## config.mk

```make
export PLATFORM = sky130hd
export DESIGN_NAME = fm_phase_discriminator_top_flat
export DESIGN_NICKNAME = d
export VERILOG_FILES = /design/src/design/fmpd_pkg.sv /design/src/design/fmpd_req_if.sv /design/src/design/fmpd_rsp_if.sv /design/src/design/fm_phase_discriminator_top.sv /design/src/flat_wrapper.sv
export SDC_FILE = /design/constraint.sdc
export NUM_CORES = 1
export LEC_CHECK = 0
export BUFFER_PORTS_ARGS = -buffer_cell sky130_fd_sc_hd__clkbuf_2
export CELL_PAD_IN_SITES_DETAIL_PLACEMENT = 2
export CELL_PAD_IN_SITES_GLOBAL_PLACEMENT = 2
export CORE_UTILIZATION = 45
export DETAILED_ROUTE_END_ITERATION = 12
export GPL_TIMING_DRIVEN = 1
export PLACE_DENSITY = 0.9
export RECOVER_POWER = 50
export SYNTH_ARGS = -nofsm -noshare
export SYNTH_HDL_FRONTEND = slang
export SYNTH_SLANG_ARGS = --single-unit
```

## constraint.sdc

```tcl
create_clock -name clock -period 19.3 [get_ports clock]
set_input_delay 1.93 -clock clock [delete_from_list [all_inputs] [get_ports clock]]
set_output_delay 1.93 -clock clock [all_outputs]
set_load 0.01 [all_outputs]
```

## src/design/fmpd_pkg.sv

```systemverilog
// ============================================================================
// fmpd_pkg - FM phase discriminator shared definitions
// Widths, angle constants, the arctangent table and the sequencer state type
// used by the discriminator and its channel interfaces.
// ============================================================================
package fmpd_pkg;

   // Default configuration
   localparam int SAMPLE_WIDTH_DEF = 8;
   localparam int CORDIC_STEPS_DEF = 16;

   // Arctangent table depth and index width
   localparam int MAX_STEPS   = 24;
   localparam int TABLE_IDX_W = 5;

   // Output phase word
   localparam int PHASE_W = 16;

   // Rotator datapath: operands normalized to 2^39, gain and sign need headroom
   localparam int NORM_EXP = 40;
   localparam int CORDIC_W = 44;

   // Angle accumulator in units of pi * 2^-24
   localparam int ANGLE_W   = 28;
   localparam int ROUND_SH  = 9;
   localparam logic signed [ANGLE_W-1:0] ANGLE_PI   = ANGLE_W'(16777216);
   localparam logic signed [ANGLE_W-1:0] ROUND_BIAS = ANGLE_W'(256);
   localparam logic signed [ANGLE_W-1:0] SAT_HI     = ANGLE_W'(32767);
   localparam logic signed [ANGLE_W-1:0] SAT_LO     = ANGLE_W'(-32768);

   // Sequencer states
   typedef enum logic [2:0] {
      ST_IDLE,
      ST_MUL,
      ST_PREP,
      ST_ROT,
      ST_DONE
   } fmpd_state_type;

   // atan(2^-k) in units of pi * 2^-24
   function automatic logic signed [ANGLE_W-1:0] atan_entry(
      input logic [TABLE_IDX_W-1:0] idx
   );
      logic signed [ANGLE_W-1:0] val;
      case (idx)
         5'd0:    val = ANGLE_W'(4194304);
         5'd1:    val = ANGLE_W'(2476042);
         5'd2:    val = ANGLE_W'(1308273);
         5'd3:    val = ANGLE_W'(664100);
         5'd4:    val = ANGLE_W'(333339);
         5'd5:    val = ANGLE_W'(166832);
         5'd6:    val = ANGLE_W'(83436);
         5'd7:    val = ANGLE_W'(41721);
         5'd8:    val = ANGLE_W'(20861);
         5'd9:    val = ANGLE_W'(10430);
         5'd10:   val = ANGLE_W'(5215);
         5'd11:   val = ANGLE_W'(2608);
         5'd12:   val = ANGLE_W'(1304);
         5'd13:   val = ANGLE_W'(652);
         5'd14:   val = ANGLE_W'(326);
         5'd15:   val = ANGLE_W'(163);
         5'd16:   val = ANGLE_W'(81);
         5'd17:   val = ANGLE_W'(41);
         5'd18:   val = ANGLE_W'(20);
         5'd19:   val = ANGLE_W'(10);
         5'd20:   val = ANGLE_W'(5);
         5'd21:   val = ANGLE_W'(3);
         5'd22:   val = ANGLE_W'(1);
         5'd23:   val = ANGLE_W'(1);
         default: val = '0;
      endcase
      return val;
   endfunction

endpackage

```

## src/design/fmpd_req_if.sv

```systemverilog
// ============================================================================
// fmpd_req_if - sample request channel
// Valid/ready channel carrying one complex baseband sample and a block flag.
// ============================================================================
interface fmpd_req_if #(
   parameter int SAMPLE_WIDTH = fmpd_pkg::SAMPLE_WIDTH_DEF
);
   logic                           valid;
   logic                           ready;
   logic signed [SAMPLE_WIDTH-1:0] i_sample;
   logic signed [SAMPLE_WIDTH-1:0] q_sample;
   logic                           block_start;

   modport source (output valid, output i_sample, output q_sample, output block_start,
                   input ready);
   modport sink   (input valid, input i_sample, input q_sample, input block_start,
                   output ready);
endinterface

```

## src/design/fmpd_rsp_if.sv

```systemverilog
// ============================================================================
// fmpd_rsp_if - phase step response channel
// Valid/ready channel carrying one Q15 phase step.
// ============================================================================
interface fmpd_rsp_if;
   import fmpd_pkg::*;

   logic                      valid;
   logic                      ready;
   logic signed [PHASE_W-1:0] phase_step;

   modport source (output valid, output phase_step, input ready);
   modport sink   (input valid, input phase_step, output ready);
endinterface

```

## src/design/fm_phase_discriminator_top.sv

```systemverilog
// ============================================================================
// fm_phase_discriminator_top - polar FM discriminator
// Multiplies each sample by the conjugate of the previous one and takes the
// angle of the product with an iterative CORDIC, giving the phase step as a
// Q15 fraction of pi.
// ============================================================================
//
//  Channel   Dir  Payload                               Transfer
//  req_chan  in   i_sample, q_sample, block_start       valid & ready
//  rsp_chan  out  phase_step (Q15 of pi)                valid & ready
//
//  After a sample transfer the sequencer forms the products in turn on
//  one multiplier, sets up the rotator, runs the rotations at one per
//  cycle in the shared rotate unit and rounds the angle in the rounding
//  state, where it waits for a free output register; rsp valid then rises.
//  The sequencer is idle again as rsp valid rises; no new sample is taken
//  before the last one is through. A zero product skips the rotations.
//  A block-start sample (or the first after reset) only becomes history.
//  req_chan.ready is high only while the sequencer is idle; a result held
//  on rsp_chan does not block the next transfer, but the following result
//  waits in the rounding cycle until the output register is free.
//  Reset is synchronous and clears the sequencer, the history and rsp valid.
//
module fm_phase_discriminator_top #(
   parameter int SAMPLE_WIDTH = fmpd_pkg::SAMPLE_WIDTH_DEF,
   parameter int CORDIC_STEPS = fmpd_pkg::CORDIC_STEPS_DEF
) (
   input logic         clock,
   input logic         reset,
   fmpd_req_if.sink    req_chan,
   fmpd_rsp_if.source  rsp_chan
);
   import fmpd_pkg::*;

   localparam int STEPS_EFF = (CORDIC_STEPS > MAX_STEPS) ? MAX_STEPS : CORDIC_STEPS;
   localparam int STEP_W    = $clog2(STEPS_EFF);
   localparam int PROD_W    = 2 * SAMPLE_WIDTH + 1;
   localparam int SCALE_SH  = NORM_EXP - 2 * SAMPLE_WIDTH;
   localparam logic [STEP_W-1:0] STEP_LAST = STEP_W'(STEPS_EFF - 1);

   // Control state
   fmpd_state_type     state_ff, state_in;
   logic               have_prev_ff, have_prev_in;
   logic [1:0]         mul_cnt_ff, mul_cnt_in;
   logic [STEP_W-1:0]  step_ff, step_in;
   logic               rsp_valid_ff, rsp_valid_in;

   // Payload state
   logic signed [SAMPLE_WIDTH-1:0] prev_i_ff, prev_i_in;
   logic signed [SAMPLE_WIDTH-1:0] prev_q_ff, prev_q_in;
   logic signed [SAMPLE_WIDTH-1:0] cur_i_ff, cur_i_in;
   logic signed [SAMPLE_WIDTH-1:0] cur_q_ff, cur_q_in;
   logic signed [PROD_W-1:0]       acc_ff, acc_in;
   logic signed [PROD_W-1:0]       re_ff, re_in;
   logic signed [PROD_W-1:0]       im_ff, im_in;
   logic signed [CORDIC_W-1:0]     x_ff, x_in;
   logic signed [CORDIC_W-1:0]     y_ff, y_in;
   logic signed [ANGLE_W-1:0]      z_ff, z_in;
   logic signed [PHASE_W-1:0]      phase_ff, phase_in;

   // Datapath nets
   logic                              req_xfer;
   logic signed [SAMPLE_WIDTH-1:0]    mul_a, mul_b;
   logic signed [2*SAMPLE_WIDTH-1:0]  prod;
   logic signed [PROD_W-1:0]          mac_sum, mac_diff;
   logic signed [CORDIC_W-1:0]        x_scaled, y_scaled;
   logic signed [CORDIC_W-1:0]        x_shift, y_shift;
   logic signed [ANGLE_W-1:0]         atan_k;
   logic signed [ANGLE_W-1:0]         z_round;
   logic                              out_free;

   assign req_chan.ready = (state_ff == ST_IDLE);
   assign req_xfer       = req_chan.valid && req_chan.ready;

   assign rsp_chan.valid      = rsp_valid_ff;
   assign rsp_chan.phase_step = phase_ff;
   assign out_free            = !rsp_valid_ff || rsp_chan.ready;

   // Shared multiplier: prev_i*cur_i, prev_q*cur_q, prev_i*cur_q, prev_q*cur_i
   assign mul_a    = mul_cnt_ff[0] ? prev_q_ff : prev_i_ff;
   assign mul_b    = (mul_cnt_ff[0] ^ mul_cnt_ff[1]) ? cur_q_ff : cur_i_ff;
   assign prod     = mul_a * mul_b;
   assign mac_sum  = acc_ff + PROD_W'(prod);
   assign mac_diff = acc_ff - PROD_W'(prod);

   // Normalize product to the rotator's fixed scale
   assign x_scaled = CORDIC_W'(re_ff) <<< SCALE_SH;
   assign y_scaled = CORDIC_W'(im_ff) <<< SCALE_SH;

   // Shared rotate unit operands
   assign x_shift = x_ff >>> step_ff;
   assign y_shift = y_ff >>> step_ff;
   assign atan_k  = atan_entry(TABLE_IDX_W'(step_ff));

   // Round to Q15 (floor after half-LSB bias)
   assign z_round = (z_ff + ROUND_BIAS) >>> ROUND_SH;

   // Sequencer: next state and datapath updates
   always_comb begin
      state_in     = state_ff;
      have_prev_in = have_prev_ff;
      mul_cnt_in   = mul_cnt_ff;
      step_in      = step_ff;
      rsp_valid_in = rsp_valid_ff && !rsp_chan.ready;
      prev_i_in    = prev_i_ff;
      prev_q_in    = prev_q_ff;
      cur_i_in     = cur_i_ff;
      cur_q_in     = cur_q_ff;
      acc_in       = acc_ff;
      re_in        = re_ff;
      im_in        = im_ff;
      x_in         = x_ff;
      y_in         = y_ff;
      z_in         = z_ff;
      phase_in     = phase_ff;

      unique case (state_ff)
         ST_IDLE: begin
            if (req_xfer) begin
               if (req_chan.block_start || !have_prev_ff) begin
                  // Store as new history, no result
                  prev_i_in    = req_chan.i_sample;
                  prev_q_in    = req_chan.q_sample;
                  have_prev_in = 1'b1;
               end else begin
                  cur_i_in   = req_chan.i_sample;
                  cur_q_in   = req_chan.q_sample;
                  mul_cnt_in = '0;
                  state_in   = ST_MUL;
               end
            end
         end

         ST_MUL: begin
            // Accumulate real part, then imaginary part
            unique case (mul_cnt_ff)
               2'd0:    acc_in = PROD_W'(prod);
               2'd1:    re_in  = mac_sum;
               2'd2:    acc_in = PROD_W'(prod);
               2'd3:    im_in  = mac_diff;
               default: acc_in = acc_ff;
            endcase
            mul_cnt_in = mul_cnt_ff + 2'd1;
            if (mul_cnt_ff == 2'd3) begin
               // Advance history once the products are formed
               prev_i_in = cur_i_ff;
               prev_q_in = cur_q_ff;
               state_in  = ST_PREP;
            end
         end

         ST_PREP: begin
            step_in = '0;
            if (re_ff == '0 && im_ff == '0) begin
               z_in     = '0;
               state_in = ST_DONE;
            end else if (re_ff[PROD_W-1]) begin
               // Left half plane: turn by pi first
               x_in     = -x_scaled;
               y_in     = -y_scaled;
               z_in     = im_ff[PROD_W-1] ? -ANGLE_PI : ANGLE_PI;
               state_in = ST_ROT;
            end else begin
               x_in     = x_scaled;
               y_in     = y_scaled;
               z_in     = '0;
               state_in = ST_ROT;
            end
         end

         ST_ROT: begin
            // One CORDIC vectoring step toward y = 0
            if (!y_ff[CORDIC_W-1]) begin
               x_in = x_ff + y_shift;
               y_in = y_ff - x_shift;
               z_in = z_ff + atan_k;
            end else begin
               x_in = x_ff - y_shift;
               y_in = y_ff + x_shift;
               z_in = z_ff - atan_k;
            end
            step_in = step_ff + STEP_W'(1);
            if (step_ff == STEP_LAST) begin
               state_in = ST_DONE;
            end
         end

         ST_DONE: begin
            // Hold until the output register is free, then load the result
            if (out_free) begin
               priority if (z_round > SAT_HI) begin
                  phase_in = PHASE_W'(SAT_HI);
               end else if (z_round < SAT_LO) begin
                  phase_in = PHASE_W'(SAT_LO);
               end else begin
                  phase_in = PHASE_W'(z_round);
               end
               rsp_valid_in = 1'b1;
               state_in     = ST_IDLE;
            end
         end

         default: begin
            state_in = ST_IDLE;
         end
      endcase
   end

   // Control registers
   always_ff @(posedge clock) begin
      if (reset) begin
         state_ff     <= ST_IDLE;
         have_prev_ff <= 1'b0;
         mul_cnt_ff   <= '0;
         step_ff      <= '0;
         rsp_valid_ff <= 1'b0;
         prev_i_ff    <= '0;
         prev_q_ff    <= '0;
      end else begin
         state_ff     <= state_in;
         have_prev_ff <= have_prev_in;
         mul_cnt_ff   <= mul_cnt_in;
         step_ff      <= step_in;
         rsp_valid_ff <= rsp_valid_in;
         prev_i_ff    <= prev_i_in;
         prev_q_ff    <= prev_q_in;
      end
   end

   // Payload registers
   always_ff @(posedge clock) begin
      cur_i_ff <= cur_i_in;
      cur_q_ff <= cur_q_in;
      acc_ff   <= acc_in;
      re_ff    <= re_in;
      im_ff    <= im_in;
      x_ff     <= x_in;
      y_ff     <= y_in;
      z_ff     <= z_in;
      phase_ff <= phase_in;
   end

   // A new result only comes out of the rounding cycle
   a_rsp_from_done: assert property (@(posedge clock) disable iff (reset)
      $rose(rsp_valid_ff) |-> $past(state_ff == ST_DONE))
      else $error("rsp valid rose without a finished rotation");

   // Rotation counter never passes the last table entry
   a_step_range: assert property (@(posedge clock) disable iff (reset)
      (state_ff == ST_ROT) |-> (step_ff <= STEP_LAST))
      else $error("rotation step out of range");

   // A finished result waits while the output register is still occupied
   a_done_holds: assert property (@(posedge clock) disable iff (reset)
      (state_ff == ST_DONE && rsp_valid_ff && !rsp_chan.ready)
         |=> (state_ff == ST_DONE) && $stable(phase_ff))
      else $error("result overwrote a pending transfer");

   // A zero product skips rotation with a zero angle
   a_zero_vector: assert property (@(posedge clock) disable iff (reset)
      (state_ff == ST_PREP && re_ff == '0 && im_ff == '0)
         |=> (state_ff == ST_DONE) && (z_ff == '0))
      else $error("zero vector did not give zero phase");

endmodule
```

## src/flat_wrapper.sv

```systemverilog
// flat-port wrapper written by rule: the top's interface ports become plain ports
module fm_phase_discriminator_top_flat import fmpd_pkg::*;
#(
   parameter int SAMPLE_WIDTH = fmpd_pkg::SAMPLE_WIDTH_DEF,
   parameter int CORDIC_STEPS = fmpd_pkg::CORDIC_STEPS_DEF
)
  (clock, reset, req_chan_valid, req_chan_i_sample, req_chan_q_sample, req_chan_block_start, req_chan_ready, rsp_chan_valid, rsp_chan_phase_step, rsp_chan_ready);
  fmpd_req_if #(.SAMPLE_WIDTH(SAMPLE_WIDTH)) req_chan_i ();
  fmpd_rsp_if rsp_chan_i ();
  input logic clock;
  input logic reset;
  input wire logic [$bits(req_chan_i.valid)-1:0] req_chan_valid;
  input wire logic [$bits(req_chan_i.i_sample)-1:0] req_chan_i_sample;
  input wire logic [$bits(req_chan_i.q_sample)-1:0] req_chan_q_sample;
  input wire logic [$bits(req_chan_i.block_start)-1:0] req_chan_block_start;
  output wire logic [$bits(req_chan_i.ready)-1:0] req_chan_ready;
  output wire logic [$bits(rsp_chan_i.valid)-1:0] rsp_chan_valid;
  output wire logic [$bits(rsp_chan_i.phase_step)-1:0] rsp_chan_phase_step;
  input wire logic [$bits(rsp_chan_i.ready)-1:0] rsp_chan_ready;
  assign req_chan_i.valid = req_chan_valid;
  assign req_chan_i.i_sample = req_chan_i_sample;
  assign req_chan_i.q_sample = req_chan_q_sample;
  assign req_chan_i.block_start = req_chan_block_start;
  assign req_chan_ready = req_chan_i.ready;
  assign rsp_chan_valid = rsp_chan_i.valid;
  assign rsp_chan_phase_step = rsp_chan_i.phase_step;
  assign rsp_chan_i.ready = rsp_chan_ready;
  fm_phase_discriminator_top #(.SAMPLE_WIDTH(SAMPLE_WIDTH), .CORDIC_STEPS(CORDIC_STEPS)) u_core (.clock(clock), .reset(reset), .req_chan(req_chan_i), .rsp_chan(rsp_chan_i));
endmodule
```

==> reports/summary.txt <==
Syn Std Cell Area -> 27,000 um2
worst hold-check path type -> reg -> reg
Clock Skews -> 0.0209 ns
Layout area overhead -> 6.50%
most common cell after layout, fill and taps aside -> nor2_1
R2R Setup Slk -> 6.29 ns
initial DRC count -> 1,918
Post-DP HPWL -> 76,700 um
cts repair resizes -> 0
vias in the first global route -> 28.1k
die span in y -> 247 um
worst skew pair latency -> 0.57 ns
via/cell ratio -> 6.71
Core Region -> 59,100 um2
FILL cells -> 6,228
Required @ worst endpoint -> 19.62 ns
FP Rows -> 89
GRT Residual Overflow -> 0
global-route wire length before repair -> 173,000 um
root buffer cell -> clkbuf_16
Syn Inst Count -> 2,993
Startpoint Class -> flop
hold_sp -> u_core.prev_q_ff[4]$_SDFFE_PP0P_
worst-margin pin slew -> 3.74 ns
Crit Path Max Fanout -> 66
Antenna Cells -> 0
share of cells above drive strength 1 -> 7.71%
worst hold endpoint -> u_core.prev_q_ff[4]$_SDFFE_PP0P_
cell taking the most area after synthesis -> edfxtp_1
Die Width -> 247 um
clk sinks -> 248
share of the synthesized area in the top cell type -> 22.0%
reg2reg start -> u_core.step_ff[2]$_SDFFE_PP0N_
register bit count reported by yosys -> 248
reg2reg end -> u_core.x_ff[43]$_DFFE_PP_
IO Count -> 39
worst hold margin -> 0.536 ns
sequential fraction of the synthesis area -> 25.7%
Hold Vio Cnt, Final -> 0
setup TNS -> 0 ns
Slew Limit Fails -> 335
cts hold-fix bufs -> 0
Synthesized Nets -> 3,270
ys flop type -> edfxtp_1
design area -> 28,700 um2
post-CTS setup buffer count -> 0
GPL Wtd Cong -> 0.937
status -> complete, but fails checks
largest net degree at the start of global routing -> 68
drt wl/cell -> 29.9 um
synth unique cells -> 103
top area cells in the synthesized netlist -> edfxtp_1 22%, ha_1 9.1%, xnor2_1 5.7%, fa_1 4.5%, nor2_1 4.4%
Hold Path Stages -> 2
Post-Place Cells -> 3,696
DRC viols -> 2
total number of vias -> 25.2k
Synth Warn # -> 0
Routed Antenna Nets -> 0
final net count -> 3,236
total CTS buffers -> 34
Slew headroom -> -149%
RSZ-0062 raised after global routing -> false
First-pass DRT Iterations -> 10
die area -> 61,000 um2
fin crit period -> 13.01 ns
Mapped Avg Cell Area -> 9.02 um2
final WL -> 112,000 um
Critical Path AT -> 13.33 ns
failing checks -> DRC, capacitance limit, slew limit
I/O Buffers -> 38
Worst setup EP type -> flop
R2R depth -> 20
Final setup viols -> 0
CTS tree -> yes
Post-DP Area -> 27,600 um2
clock transition at the registers of the reported paths -> 0.07 ns
final std cells w/o fill -> 3,758
FFs w/ async S/R, synth -> 0%
initial core utilization -> 45.6%
Tcrit/Tclk final -> 67.4%
Crit Path Category -> reg -> reg
antenna violations before repair -> 0
deepest clock path buffer count -> 3
H-tree Lvls -> 2
Total Routing Usage GR -> 36.8%
number of max-cap violations -> 7
Post-synth EDFFs -> 198
most frequent cells in the layout -> 315 x nor2_1, 277 x nand2_1, 217 x a21oi_1
achievable clock frequency -> 76.9 MHz
## sequential cells by signal, summed over array words and instances (netlist names), 4 cells and up
signal	cells
u_core.y_ff	44
u_core.cur_q_ff	8
u_core.prev_i_ff	8
u_core.acc_ff	16
u_core.rsp_chan.phase_step	16
u_core.atan_k	23
u_core.step_ff	4
u_core.x_ff	44
u_core.im_ff	17
u_core.z_ff	28
u_core.cur_i_ff	8
u_core.prev_q_ff	8
u_core.re_ff	17
## worst max path at each step
stage | start | endpoint | slack, ns | cells after the start
after CTS | u_core.mul_cnt_ff[0]$_SDFFE_PP0P_ | u_core.re_ff[15]$_DFFE_PP_ | 10.34 | 28
final | u_core.step_ff[2]$_SDFFE_PP0N_ | u_core.x_ff[43]$_DFFE_PP_ | 6.29 | 20
after floorplan | u_core.mul_cnt_ff[0]$_SDFFE_PP0P_ | u_core.re_ff[15]$_DFFE_PP_ | 12.15 | 27
after global routing | u_core.step_ff[2]$_SDFFE_PP0N_ | u_core.x_ff[43]$_DFFE_PP_ | 5.85 | 20
after global placement | u_core.mul_cnt_ff[0]$_SDFFE_PP0P_ | u_core.re_ff[15]$_DFFE_PP_ | 11.39 | 27
after detailed placement | u_core.mul_cnt_ff[0]$_SDFFE_PP0P_ | u_core.re_ff[15]$_DFFE_PP_ | 10.69 | 28
## metal layers
| layer | wire length, um | up-vias | global-route usage (%) | share of wire [%] |
|---|---|---|---|---|
| li1 | - | 10800 | - | - |
| met1 | 43200 | 12900 | 42.4 | 38 |
| met2 | 56200 | 1038 | 64.6 | 50 |
| met3 | 5890 | 454 | 5.11 | 5.2 |
| met4 | 7280 | 0 | 21.9 | 6.5 |
| met5 | 0 | - | 0 | 0 |
## cells in the mapped netlist (all sizes together), types with 25 or more instances
| library cell | instances |
|---|---|
| nand2b | 32 |
| mux2i | 105 |
| nand2 | 278 |
| ha | 196 |
| dfxtp | 50 |
| and3 | 27 |
| mux2 | 46 |
| o21a | 25 |
| buf | 55 |
| xor2 | 103 |
| clkbuf | 77 |
| nand3 | 46 |
| xnor2 | 175 |
| o21ai | 176 |
| nor2 | 316 |
| a21oi | 218 |
| nor3 | 53 |
| o21bai | 25 |
| and2 | 30 |
| a31oi | 43 |
| edfxtp | 198 |
| fa | 60 |
| a21o | 58 |
| inv | 189 |
| a211oi | 37 |
| mux4 | 81 |
## logic make-up (layout without fill, tap and decap cells)
kind of cell | after synthesis | in the layout | synth area share [%]
AOI/OAI and AO/OA | 729 | 729 | 17.1
and+or+nand+nor | 924 | 924 | 16.1
adders and majority gates | 256 | 256 | 13.5
xor gates and xnor gates | 279 | 279 | 9.11
DFF | 248 | 248 | 25.7
buffers and inverters | 325 | 317 | 5.44
muxes | 232 | 232 | 13.0
## through the flow
step	util [%]	setup WS, ns
after floorplan	-	12.15
after global placement	46.7	11.39
after detailed placement	46.7	10.69
after CTS	48.7	10.34
after global routing	48.6	5.85
final	48.6	6.29
## critical path: stages (launching register included)
cell and delay, ns:
dfxtp_1 1.66, clkbuf_1 2.71, clkinv_1 1.90, mux2_2 0.67
nor4b_1 0.55, o211a_1 0.26, nand2b_1 0.22, nor3_1 0.51
a21oi_1 0.22, xor2_1 0.20, ha_1 0.42, a21o_1 0.23
a21o_1 0.18, a21oi_1 0.22, o21ai_0 0.16, a31oi_1 0.65
or3_1 0.28, a21oi_1 0.13, o41ai_2 0.79, xnor3_1 0.50
and2_1 0.19
## final cells by class
cell class / count / area (um2) / share of cell area [%]
Multi-Input combinational cell: 2420 / 18600 / 64.7
Sequential cell: 248 / 6960 / 24.2
Tap cell: 773 / 967 / 3.37
Clock buffer: 44 / 950 / 3.30
Inverter: 193 / 724 / 2.52
Timing Repair Buffer: 62 / 304 / 1.06
Clock inverter: 18 / 238 / 0.827
Power is not shown: default switching activity piles up to over one toggle a cycle in this logic, so the estimate is an artifact.
